### config.mk
export PLATFORM = sky130hd
export DESIGN_NAME = adc_average_voltmeter
export DESIGN_NICKNAME = d
export VERILOG_FILES = /design/src/hw/rtl/aav_pkg.sv /design/src/hw/rtl/aav_front.sv /design/src/hw/rtl/aav_queue.sv /design/src/hw/rtl/aav_back.sv /design/src/hw/rtl/adc_average_voltmeter.sv
export SDC_FILE = /design/constraint.sdc
export NUM_CORES = 1
export LEC_CHECK = 0
export ABC_AREA = 0
export ABC_CLOCK_PERIOD_IN_PS = 4570
export BUFFER_PORTS_ARGS = -buffer_cell sky130_fd_sc_hd__buf_2
export CAP_MARGIN = 0
export CORE_MARGIN = 3
export CORE_UTILIZATION = 30
export CTS_CLUSTER_SIZE = 20
export DETAILED_ROUTE_END_ITERATION = 6
export SYNTH_ARGS = -nofsm -noshare
export SYNTH_HDL_FRONTEND = slang
export SYNTH_HIERARCHICAL = 1
export SYNTH_SLANG_ARGS = --single-unit
### constraint.sdc
create_clock -name clk -period 4.57 [get_ports clk]
set_input_delay 0.914 -clock clk [delete_from_list [all_inputs] [get_ports clk]]
set_output_delay 0.914 -clock clk [all_outputs]
set_load 0.005 [all_outputs]
### src/hw/rtl/aav_pkg.sv
// Shared constants and types for the ADC averaging voltmeter.
package aav_pkg;

  localparam int unsigned SAMPLE_W        = 10;
  localparam int unsigned TENTHS_W        = 6;
  localparam int unsigned BCD_W           = 8;
  localparam int unsigned DIGIT_W         = 4;
  localparam int unsigned SAMPLES_DEFAULT = 8;

  localparam int unsigned FULL_SCALE = 1023;
  localparam int unsigned TOP_TENTHS = 33;
  localparam int unsigned ROUND_BIAS = 511;

  // (mean*33 + 511) stays below 2^16
  localparam int unsigned SCALED_W    = 16;
  localparam int unsigned SCALE_SHIFT = 28;
  localparam int unsigned SCALE_MUL   = ((1 << SCALE_SHIFT) + FULL_SCALE - 1) / FULL_SCALE;
  localparam int unsigned SCALE_MUL_W = 19;

  // v/10 as (v*13)>>7, exact for v below 64
  localparam int unsigned TEN_MUL   = 13;
  localparam int unsigned TEN_SHIFT = 7;
  localparam int unsigned TEN_PROD_W = TENTHS_W + DIGIT_W + 1;

  typedef struct packed {
    logic full;
    logic empty;
  } q_stat_t;

endpackage

### src/hw/rtl/aav_front.sv
// Front end: accept samples, accumulate each block and hand off the block sum.
module aav_front
  import aav_pkg::*;
#(
  parameter int unsigned SAMPLES = SAMPLES_DEFAULT
) (
  input  logic                                      clk,
  input  logic                                      rst,
  input  logic                                      push,
  input  logic [SAMPLE_W-1:0]                       sample,
  input  q_stat_t                                   q_stat,
  output logic                                      full,
  output logic                                      blk_valid,
  output logic [$clog2(SAMPLES*FULL_SCALE+1)-1:0]   blk_sum
);

  localparam int unsigned SUM_W = $clog2(SAMPLES * FULL_SCALE + 1);
  localparam int unsigned CNT_W = (SAMPLES > 1) ? $clog2(SAMPLES) : 1;

  logic [SUM_W-1:0] sum_acc;
  logic [CNT_W-1:0] sample_count;
  logic [SUM_W-1:0] sum_next;
  logic             accept;
  logic             last;

  assign full     = q_stat.full;
  assign accept   = push && !q_stat.full;
  assign last     = (sample_count == CNT_W'(SAMPLES - 1));
  assign sum_next = sum_acc + SUM_W'(sample);

  assign blk_valid = accept && last;
  assign blk_sum   = sum_next;

  always_ff @(posedge clk) begin
    if (rst) begin
      sum_acc      <= '0;
      sample_count <= '0;
    end else if (accept) begin
      if (last) begin
        sum_acc      <= '0;
        sample_count <= '0;
      end else begin
        sum_acc      <= sum_next;
        sample_count <= sample_count + CNT_W'(1);
      end
    end
  end

endmodule

### src/hw/rtl/aav_queue.sv
// Two-entry queue of block sums between front and back end.
module aav_queue
  import aav_pkg::*;
#(
  parameter int unsigned WIDTH = 14
) (
  input  logic             clk,
  input  logic             rst,
  input  logic             wr,
  input  logic [WIDTH-1:0] wr_data,
  input  logic             rd,
  output logic [WIDTH-1:0] rd_data,
  output q_stat_t          q_stat
);

  logic [WIDTH-1:0] mem [2];
  logic             wr_ptr;
  logic             rd_ptr;
  logic [1:0]       count;

  assign rd_data      = mem[rd_ptr];
  assign q_stat.full  = (count == 2'd2);
  assign q_stat.empty = (count == 2'd0);

  always_ff @(posedge clk) begin
    if (wr) begin
      mem[wr_ptr] <= wr_data;
    end
  end

  always_ff @(posedge clk) begin
    if (rst) begin
      wr_ptr <= 1'b0;
      rd_ptr <= 1'b0;
      count  <= 2'd0;
    end else begin
      if (wr) begin
        wr_ptr <= ~wr_ptr;
      end
      if (rd) begin
        rd_ptr <= ~rd_ptr;
      end
      case ({wr, rd})
        2'b10:   count <= count + 2'd1;
        2'b01:   count <= count - 2'd1;
        default: count <= count;
      endcase
    end
  end

endmodule

### src/hw/rtl/aav_back.sv
// Back end: mean, scaling to tenths, min/max tracking, BCD and output register.
module aav_back
  import aav_pkg::*;
#(
  parameter int unsigned SAMPLES = SAMPLES_DEFAULT
) (
  input  logic                                      clk,
  input  logic                                      rst,
  input  q_stat_t                                   q_stat,
  input  logic [$clog2(SAMPLES*FULL_SCALE+1)-1:0]   q_data,
  output logic                                      q_rd,
  input  logic                                      pop,
  output logic                                      empty,
  output logic [TENTHS_W-1:0]                       tenths,
  output logic [BCD_W-1:0]                          bcd_value,
  output logic [TENTHS_W-1:0]                       min_tenths,
  output logic [TENTHS_W-1:0]                       max_tenths
);

  localparam int unsigned SUM_W      = $clog2(SAMPLES * FULL_SCALE + 1);
  localparam int unsigned MEAN_SHIFT = SUM_W + 5;
  localparam int unsigned MUL_W      = MEAN_SHIFT + 1;
  localparam int unsigned MPROD_W    = SUM_W + MUL_W;
  localparam logic [MUL_W-1:0] MEAN_MUL =
    MUL_W'(((64'd1 << MEAN_SHIFT) + 64'(SAMPLES) - 64'd1) / 64'(SAMPLES));
  localparam int unsigned SPROD_W = SCALED_W + SCALE_MUL_W;

  logic                  advance;
  logic                  out_valid;
  logic                  s1_valid;
  logic                  s2_valid;
  logic [SAMPLE_W-1:0]   s1_mean;
  logic [TENTHS_W-1:0]   s2_v;
  logic [TENTHS_W-1:0]   min_seen;
  logic [TENTHS_W-1:0]   max_seen;

  logic [MPROD_W-1:0]    mean_prod;
  logic [SCALED_W-1:0]   scaled;
  logic [SPROD_W-1:0]    scale_prod;
  logic [TEN_PROD_W-1:0] ten_prod;
  logic [DIGIT_W-1:0]    units;
  logic [DIGIT_W-1:0]    frac;
  logic [TENTHS_W-1:0]   min_next;
  logic [TENTHS_W-1:0]   max_next;

  assign advance = !out_valid || pop;
  assign q_rd    = advance && !q_stat.empty;
  assign empty   = !out_valid;

  assign mean_prod  = MPROD_W'(q_data) * MPROD_W'(MEAN_MUL);
  assign scaled     = (SCALED_W'(s1_mean) << 5) + SCALED_W'(s1_mean) + SCALED_W'(ROUND_BIAS);
  assign scale_prod = SPROD_W'(scaled) * SPROD_W'(SCALE_MUL);

  assign ten_prod = TEN_PROD_W'(s2_v) * TEN_PROD_W'(TEN_MUL);
  assign units    = ten_prod[TEN_SHIFT +: DIGIT_W];
  assign frac     = DIGIT_W'(s2_v - TENTHS_W'(units) * TENTHS_W'(10));
  assign min_next = (s2_v < min_seen) ? s2_v : min_seen;
  assign max_next = (s2_v > max_seen) ? s2_v : max_seen;

  always_ff @(posedge clk) begin
    if (rst) begin
      s1_valid  <= 1'b0;
      s2_valid  <= 1'b0;
      out_valid <= 1'b0;
      min_seen  <= TENTHS_W'(TOP_TENTHS);
      max_seen  <= '0;
    end else if (advance) begin
      s1_valid  <= q_rd;
      s2_valid  <= s1_valid;
      out_valid <= s2_valid;
      if (s2_valid) begin
        min_seen <= min_next;
        max_seen <= max_next;
      end
    end
  end

  always_ff @(posedge clk) begin
    if (advance) begin
      s1_mean <= mean_prod[MEAN_SHIFT +: SAMPLE_W];
      s2_v    <= scale_prod[SCALE_SHIFT +: TENTHS_W];
      if (s2_valid) begin
        tenths     <= s2_v;
        bcd_value  <= {units, frac};
        min_tenths <= min_next;
        max_tenths <= max_next;
      end
    end
  end

endmodule

### src/hw/rtl/adc_average_voltmeter.sv
// Top level of the ADC block-average voltmeter.
//
// Input channel: push/full with one 10-bit sample per word. Every SAMPLES
// accepted words form a block; the last word of a block hands the block sum
// to a two-entry queue, and the back end turns it into one result word.
// Result channel: empty/pop; the result shows tenths of a volt (0..33), its
// two-digit BCD form, and the running minimum and maximum after this block.
// Throughput: one sample per cycle while full is low. A block's sum passes
// through the queue, then the mean, scaled and output registers.
// The back end is a three-stage pipeline (reciprocal multiply for the mean,
// reciprocal multiply for the scaling, min/max/BCD into the output register)
// that advances whenever the output register is free or being popped.
// When the receiver stalls the pipeline holds, the queue fills, and full rises
// only once both queue entries hold block sums; samples are then held off.
// Reset clears the partial block, the queue and the pipeline, and sets the
// running minimum to 33 and the maximum to 0.
module adc_average_voltmeter
  import aav_pkg::*;
#(
  parameter int unsigned SAMPLES = SAMPLES_DEFAULT
) (
  input  logic                clk,
  input  logic                rst,
  input  logic                push,
  output logic                full,
  input  logic [SAMPLE_W-1:0] sample,
  output logic                empty,
  input  logic                pop,
  output logic [TENTHS_W-1:0] tenths,
  output logic [BCD_W-1:0]    bcd_value,
  output logic [TENTHS_W-1:0] min_tenths,
  output logic [TENTHS_W-1:0] max_tenths
);

  localparam int unsigned SUM_W = $clog2(SAMPLES * FULL_SCALE + 1);

  q_stat_t          q_stat;
  logic             blk_valid;
  logic [SUM_W-1:0] blk_sum;
  logic [SUM_W-1:0] q_data;
  logic             q_rd;

  aav_front #(
    .SAMPLES(SAMPLES)
  ) u_front (
    .clk      (clk),
    .rst      (rst),
    .push     (push),
    .sample   (sample),
    .q_stat   (q_stat),
    .full     (full),
    .blk_valid(blk_valid),
    .blk_sum  (blk_sum)
  );

  aav_queue #(
    .WIDTH(SUM_W)
  ) u_queue (
    .clk    (clk),
    .rst    (rst),
    .wr     (blk_valid),
    .wr_data(blk_sum),
    .rd     (q_rd),
    .rd_data(q_data),
    .q_stat (q_stat)
  );

  aav_back #(
    .SAMPLES(SAMPLES)
  ) u_back (
    .clk       (clk),
    .rst       (rst),
    .q_stat    (q_stat),
    .q_data    (q_data),
    .q_rd      (q_rd),
    .pop       (pop),
    .empty     (empty),
    .tenths    (tenths),
    .bcd_value (bcd_value),
    .min_tenths(min_tenths),
    .max_tenths(max_tenths)
  );

endmodule
Yosys cells after proc, flatten, opt, wreduce, memory -nomap -nowiden
Memories as Yosys holds them, arrays and structs flattened. A register that Yosys moved wholly into a read port is not among the register bits.
Index checks and enable logic that the tools add are counted.
W data, S select, Z words.
{"block": "classes", "addsub": 7, "mul": 3, "n_lt_le_gt_ge": 2, "n_eq_ne": 4, "mux": 7, "bitwise_logic": 2, "reduce_logical": 10}
{"op": "$mul A16 B19 Y34 const B", "n": 1}
{"op": "$add A15 B10 Y16", "n": 1}
{"op": "$add A16 B9 Y16 const B", "n": 1}
{"op": "$add A13 B10 Y13", "n": 1}
{"op": "$mux W13", "n": 1}
{"op": "$mux W6", "n": 2}
{"op": "$mul A6 B4 Y10 const B", "n": 1}
{"op": "$gt A6 B6 Y1", "n": 1}
{"op": "$lt A6 B6 Y1", "n": 1}
{"op": "$eq A2 B2 Y1 const B", "n": 2}
{"op": "$pmux W2 S2", "n": 1}
{"op": "$sub A4 B4 Y4", "n": 1}
{"op": "$add A3 B1 Y3 const B", "n": 1}
{"op": "$eq A3 B3 Y1 const B", "n": 1}
{"op": "$logic_and A1 B1 Y1", "n": 3}
{"op": "$logic_not A1 Y1", "n": 3}
{"op": "$mul A3 B3 Y3 const B", "n": 1}
{"op": "$mux W3", "n": 1}
{"op": "$add A2 B1 Y2 const B", "n": 1}
{"op": "$eq A2 B1 Y1 const B", "n": 1}
{"op": "$logic_not A2 Y1", "n": 1}
{"op": "$mux W1", "n": 2}
{"op": "$not A1 Y1", "n": 2}
{"op": "$reduce_and A2 Y1", "n": 1}
{"op": "3 further kinds", "n": 3}
{"block": "word_totals", "register_bits": 66, "mem_bits_rw": 26, "wordCells": 51, "n_memories": 1}
{"memory": "u_queue.mem", "words": 2, "word_bits": 13, "rd": 1, "rd_ports_with_merged_regs": 1, "wr": 1, "line": "aav_queue.sv:16", "rtl": "logic [WIDTH-1:0] mem [2];"}

Depth between registers and ports, before layout
Gate-level depths: netlist of run 1.
{"block": "depth", "ltp_word": 6, "mapped_depth": 22, "mapped_depth_nobuf": 22}

By module
The synthesis of run 1 kept the hierarchy.
{"module": "aav_back", "instances": 1, "cells_per_inst": 384, "area_per_inst_um2": 4142.7, "seq_area_each_um2": 1501.4}
{"module": "aav_front", "instances": 1, "cells_per_inst": 141, "area_per_inst_um2": 1183.6, "seq_area_each_um2": 320.3}
{"module": "aav_queue", "instances": 1, "cells_per_inst": 62, "area_per_inst_um2": 1137.3, "seq_area_each_um2": 880.8}

Least setup slack after synthesis of run 1
Ideal clock, no wire load.
{"block": "synth_path", "path_type": "register to register", "from": "register u_back.s1_mean[0], read port of u_queue.mem", "to": "register u_back.s2_v[2], data pin", "setup_time_ns": 0.263, "arrival_ns": 4.646, "t_required_ns": 4.307, "slack_ns": -0.339, "stages_incl_launch_ff": 23, "path_buffers": 0, "cell_sequence": "edfxtp_1 -> inv_1 -> ha_1 -> inv_1 -> ha_1 -> o211ai_1 -> o211ai_2 -> nand2_1 -> o21ai_1 -> nor3b_1 -> xnor2_1 -> inv_1 -> ha_1 -> ha_1 -> ha_1 -> ha_1 -> nand4_1 -> nor3_1 -> nand2_1 -> or3b_4 -> a211oi_4 -> nand3_1 -> a21boi_1"}
{"block": "synth_via", "elab_chain_len": 3}
{"element": "start, declared", "line": "aav_back.sv:32", "rtl": "logic [SAMPLE_W-1:0] s1_mean;"}
{"element": "$add A15 B10 Y16", "line": "aav_back.sv:51", "rtl": "assign scaled = (SCALED_W'(s1_mean) << 5) + SCALED_W'(s1_mean) + SCALED_W'(ROUND_BIAS);"}
{"element": "$add A16 B9 Y16", "line": "aav_back.sv:51"}
{"element": "$mul A16 B19 Y34", "line": "aav_back.sv:52", "rtl": "assign scale_prod = SPROD_W'(scaled) * SPROD_W'(SCALE_MUL);"}
{"element": "net u_back.scale_prod[30]", "line": "aav_back.sv:39", "rtl": "logic [SPROD_W-1:0] scale_prod;"}
{"element": "end signal, assigned", "line": "aav_back.sv:81", "rtl": "s2_v <= scale_prod[SCALE_SHIFT +: TENTHS_W];"}
{"element": "end, declared", "line": "aav_back.sv:33", "rtl": "logic [TENTHS_W-1:0] s2_v;"}
The timed path passes the listed nets, and every way through them passes these cells.
A chain may end at the register's enable or synchronous reset.

Worst setup path in the final report of run 1
{"block": "layout_path", "from": "register u_back.s1_mean[0], read port of u_queue.mem", "to": "register u_back.s2_v[4], data pin"}
Same word-level chain as after synthesis.

==> results of run 1 <==
cell type report:
type                    count  area share
clock buffers              11      0.0299
multi-input cells         414       0.482
inverters                  56      0.0270
clock inverters             5     0.00723
well taps                 270      0.0434
flip-flops and latches     96       0.324
repair buffers            103      0.0869
state kept, by name (all words and copies together), names as in the netlist, 2 cells and up, named ones only:
name / count
u_back/bcd_value: 6
u_back/max_seen: 6
u_back/max_tenths: 6
u_back/min_seen: 6
u_back/min_tenths: 6
u_back/s1_mean: 10
u_back/s2_v: 6
u_back/tenths: 6
u_front/sample_count: 3
u_front/sum_acc: 13
u_queue/count: 2
u_queue/mem: 20
worst min-delay path: cells and delay by family, from the launching register on:
kind            cells  cell delay, ps
compound gates      1              50
flops               1             310
simple gates        1              50
placed cells by master, fill, tap and decap left out, types with 8 or more instances in the layout:
cell	n
xnor2_1	21
a21oi_1	35
nand4_1	8
dfxtp_1	36
o21ai_1	9
mux2_2	10
buf_2	40
ha_1	89
a21o_1	12
nor2_1	33
buf_4	62
o21ai_0	15
nand2_1	31
mux2i_1	11
inv_1	52
xor2_1	8
nand2b_1	9
clkbuf_16	9
nand3_1	10
edfxtp_1	60
ha_4	14
per-layer routing:
metal	global-route usage	vias up	wire length [um]	part of all wire
met2	0.187	56	6040	0.50
li1	-	2282	-	-
met1	0.130	2062	5520	0.45
met4	0.0380	0	171	0.014
met3	0.0241	12	404	0.033
met5	0	-	0	0
final timing paths:
check,from,endpoint,slack [ps],cells after the start
worst max-delay path,u_back/s1_mean[0],u_back/s2_v[4],-250,22
worst min-delay path,u_front/sum_acc[0],u_front/sum_acc[0],460,2
worst max register to register,u_back/s1_mean[0],u_back/s2_v[4],-250,22
worst min register to register,u_front/sum_acc[0],u_front/sum_acc[0],460,2
power groups by stage:
stage	registers (W)	clock network (W)	logic, W
2_1_floorplan	0.00118	0	0.00145
3_3_place_gp	0.00117	0	0.00202
3_5_place_dp	0.00118	0	0.00205
4_1_cts	0.00116	0.000768	0.00212
5_1_grt	0.00117	0.000802	0.00272
6_report	0.00116	0.000743	0.00238
what timing repair did:
item,CTS,global route
pin swaps,4,32
hold buffers,0,0
endpoints found under the setup margin,5,6
setup buffers,6,4
endpoints found under the hold margin,0,0
gates resized for setup,5,29
stage by stage:
| step | hold slack, ps | power [W] | area [um2] | utilization |
|---|---|---|---|---|
| after floorplan | 429 | 0.00263 | 6320 | - |
| after global placement | 444 | 0.00319 | 7180 | 0.352 |
| after detailed placement | 452 | 0.00323 | 7180 | 0.352 |
| after CTS | 457 | 0.00405 | 7540 | 0.370 |
| after global routing | 482 | 0.00469 | 7790 | 0.382 |
| final | 458 | 0.00428 | 7790 | 0.382 |
==> metrics.yaml, run 1 <==
status: "finished, violations left"
failed_checks: "setup timing"
p_leak_nw: 3.34
gp_congestion: 0.776
numClockSinks: 96
cp_top_family: "adder cells"
seq_area_um2: 2520
dr.first_iter.drc_count: 132
io-pin-count: 42
syn_inst: 578
cts_max_level: 3
p_int_w: 0.00271
hpwl_um: 9110
power_density_nw_per_um2: 549
finalClockSkew_ps: 6.38
diodes: 0
vias: 4412
p_sw_w: 0.00157
irDropWorstVdd_mv: 0.187
crit_chain: "inv_2, ha_4, inv_2, ha_4, o211ai_1, o211ai_2, nand2_2, o21ai_2, nor3b_4, xnor2_2, inv_2, ha_4, ha_4, ha_4, ha_4, nand4_1, nor3_2, nand2_1, or3b_4, a211oi_4, nand4_2, xnor2_1"
via_per_inst: 4.62
crit_fanout: 3
slowest_delay_ps: 430
worst_slack_ps: -249
grt.total_usage: 0.107
multi_input_area_um2: 3750
cts_buffers: 9
grt-ovfl-total: 0
drive_gt1_frac: 0.269
finalCriticalPeriod_ps: 4820
cpMostUsedCell: "ha_4"
syn2layout_area_growth_pct: 24.6
wl_per_cell_um: 12.7
setup_violations: 5
cap_violations: 0
required_ps: 4670
p_seq_frac: 0.270
rows: 52
worstHoldPathType: "flip-flop to flip-flop"
end_kind: "flip-flop"
dp_cells: 929
relSlewSlack: 0.279
syn-num-nets: 703
fin_cells: 955
drt-total-wl_um: 12100
arrival_ps: 4920
tightest_slew_ps: 1080
finalNetCount: 805
max-clock-path-buffers: 2
portBuffers: 40
initial_core_util: 0.307
core_area_um2: 20400
hold_violations: 0
grt_max_degree: 43
ctsRootBufferMaster: "clkbuf_16"
worst_setup_path_start_kind: "flip-flop"
p_comb_frac: 0.556
die_x_um: 150
fillers: 2006
crit_buf_inv: 3
antenna_found_initial: 0
cts.clk_slew.worst_paths_ps: 60
netlist_area_um2: 6250
avgSynthCellArea_um2: 10.8
drtAntennaViolNets: 0
fmaxAchievable_mhz: 207
cts_tree: "yes"
die_h_um: 150
p_sw_frac: 0.367
fin_setup_tns_ps: -1010
ys_warn_count: 6
period_share: 1.05
critPathKind: "flip-flop to flip-flop"
firstDrtPassIters: 4
cp_slowest_cell: "or3b_4"
grt_pass1_wl_um: 19500
drc_errors: 0
first_global_vias: 4246
drv_slew: 0
preCtsSetupSlack_ps: -263
insertion_delay_ps: 350
die_area_um2: 22600
clkPwrFrac: 0.174
rsz0062_at_grt: "true"
Note: power is estimated with default switching activity, not from simulation.
==> run 2, diff against run 1 <==
Settings changed: CORE_UTILIZATION 30 to 56, PLACE_DENSITY from default to 0.77, SKIP_LAST_GASP from default to 1.
==> run 2 against run 1 <==
Compared with the run above:
- the run still ends with setup timing left
- worst hold slack improved by 9.5 ps
- cell count decreased by 14%
- register-to-register slack got worse by 90 ps
- maximum frequency down 1.9%
- worst setup slack got worse by 91 ps
- combinational power rose by 21%
- flip-flop and latch count did not move
- clock skew increased by 6.9 ps
- critical endpoint unchanged
- largest cell class unchanged
==> metrics.yaml, run 2 (synthesis results as in run 1) <==
grt.total_usage: 0.220  # +0.113
max-clock-path-buffers: 2  # unchanged
core_area_um2: 10600  # -48%
portBuffers: 40  # unchanged
p_leak_nw: 3.29  # -1.4%
final_common_cell: "ha_1"
relSlewSlack: 0.249  # -0.0294
period_share: 1.07  # +0.0200
finalNetCount: 806  # +0.12%
worstHoldPathType: "flip-flop to flip-flop"
drtAntennaViolNets: 0  # unchanged
cts_tree: "yes"
end_kind: "flip-flop"
vias: 4703  # +6.6%
finalCriticalPeriod_ps: 4910  # +91.2 ps
syn2layout_area_growth_pct: 23.8
failed_checks: "setup timing"
finalClockSkew_ps: 13.2  # +6.87 ps
grt_pass1_wl_um: 22500  # +16%
largest_register_ffs: 20  # unchanged
hold_violations: 0  # unchanged
crit_fanout: 3  # unchanged
dp_cells: 787  # -15%
diodes: 0  # unchanged
rsz0062_at_grt: "true"
fin_setup_tns_ps: -1660  # -659 ps
first_global_vias: 4908  # +16%
placed_cell_area_um2: 6950  # -3.2%
initial_core_util: 0.590  # +0.283
wl_met3_um: 555  # +37%
status: "finished, violations left"
ctsRootBufferMaster: "clkbuf_8"
fillers: 722  # -64%
numClockSinks: 96  # unchanged
arrival_ps: 5030  # +110 ps
via_per_inst: 5.72  # +24%
worst_setup_path_start_kind: "flip-flop"
grt_max_degree: 43  # unchanged
dr.first_iter.drc_count: 230  # +74%
die_x_um: 112  # -26%
cts_max_level: 3  # unchanged
final_area_um2: 7740  # -0.63%
grt-ovfl-total: 0  # unchanged
fin_cells: 822  # -14%
required_ps: 4690  # +20 ps
rows: 37  # -29%
cts_buffers: 9  # unchanged
antenna_found_initial: 0  # unchanged
fmaxAchievable_mhz: 204  # -1.9%
irDropWorstVdd_mv: 0.421  # +130%
drt-total-wl_um: 14300  # +18%
drc_errors: 0  # unchanged
top_regs: "u_queue/mem: 20 flops, u_front/sum_acc: 13 flops, u_back/s1_mean: 10 flops"
gp_congestion: 0.910  # +17%
cts.clk_slew.worst_paths_ps: 90  # +30 ps
wl_met2_um: 7520  # +25%
drv_slew: 0  # unchanged
regMostFlops: "u_queue/mem"
setup_violations: 6  # +1
cap_violations: 0  # unchanged
dr.max_layer_used: "met4"
drive_gt1_frac: 0.313  # +0.0448
worst_slack_ps: -341  # -91.2 ps
insertion_delay_ps: 370  # +20 ps
tightest_slew_ps: 1130  # +42.9 ps
wl_per_cell_um: 17.4  # +37%
die_h_um: 112  # -26%
drt-met1-wl_um: 5730  # +3.9%
ctsHoldBuffers: 0  # unchanged
critPathKind: "flip-flop to flip-flop"
totalPowerFinal_w: 0.00458  # +7.2%
firstDrtPassIters: 4  # unchanged
power_density_nw_per_um2: 592  # +7.8%
hpwl_um: 9800  # +7.6%
io-pin-count: 42  # unchanged
mostFrequentLayoutCells: "ha_1, buf_4, edfxtp_1, inv_1, buf_2"
die_area_um2: 12500  # -45%
run 2: cell types whose count changed in the layout (fill, tap and decap cells not counted), sizes merged:
cell / delta
clkinvlp: +1
bufinv: -1
clkinv: -1
buf: +1
clkbuf: +1
run 2: final timing paths:
check	from	to	slack, ps	cells past startpoint
hold reg to reg	u_front/sample_count[1]	u_front/sample_count[1]	470	2
setup / recovery	u_back/s1_mean[0]	u_back/s2_v[4]	-340	22
setup reg to reg	u_back/s1_mean[0]	u_back/s2_v[4]	-340	22
hold / removal	u_front/sample_count[1]	u_front/sample_count[1]	470	2
run 2: worst max-delay path, stage by stage (launching register included):
cell	delay, ps
edfxtp_1	380
inv_2	70
ha_4	260
inv_2	40
ha_4	260
o211ai_1	120
o211ai_2	240
nand2_2	100
o21ai_2	170
nor3b_4	240
xnor2_2	150
inv_2	100
ha_4	290
ha_4	190
ha_1	310
ha_1	310
nand2_2	70
nor4b_4	230
nand2_1	120
or3b_4	420
a211oi_4	280
nand4_2	160
xnor2_1	150
run 2: final cells by class:
cell class | count | area [um2] | area share
clock buffer | 12 | 155 | 0.0200
clock inverter | 4 | 28.8 | 0.00372
inverter | 56 | 210 | 0.0272
multi-input combinational | 414 | 3960 | 0.512
sequential | 96 | 2520 | 0.326
tap | 136 | 170 | 0.0220
timing repair buffer | 104 | 692 | 0.0894
run 2: timing repair:
| action | in CTS | in global routing |
|---|---|---|
| cloned | 0 | 0 |
| setup endpoints to repair | 6 | 6 |
| pin swaps | 35 | 39 |
| resized for setup | 28 | 43 |
| setup buffers | 9 | 10 |
run 2: report_power, final:
group          internal [W]  total (W)  switching, W
registers           0.00109    0.00117     0.0000804
logic               0.00143    0.00288       0.00145
clock network      0.000229   0.000526      0.000297
run 2: stage by stage:
stage,utilization,hold WS [ps],setup slack (ps)
floorplan,-,429,-73.3
global placement,0.655,443,-150
detailed placement,0.655,454,-276
CTS,0.694,467,-208
global route,0.730,483,-584
finish,0.730,467,-341
run 2: per-layer routing:
layer / global-route usage / vias to the layer above
met5: 0 / -
met4: 0.0762 / 0
met3: 0.0304 / 32
met2: 0.406 / 114
met1: 0.261 / 2265
li1: - / 2292
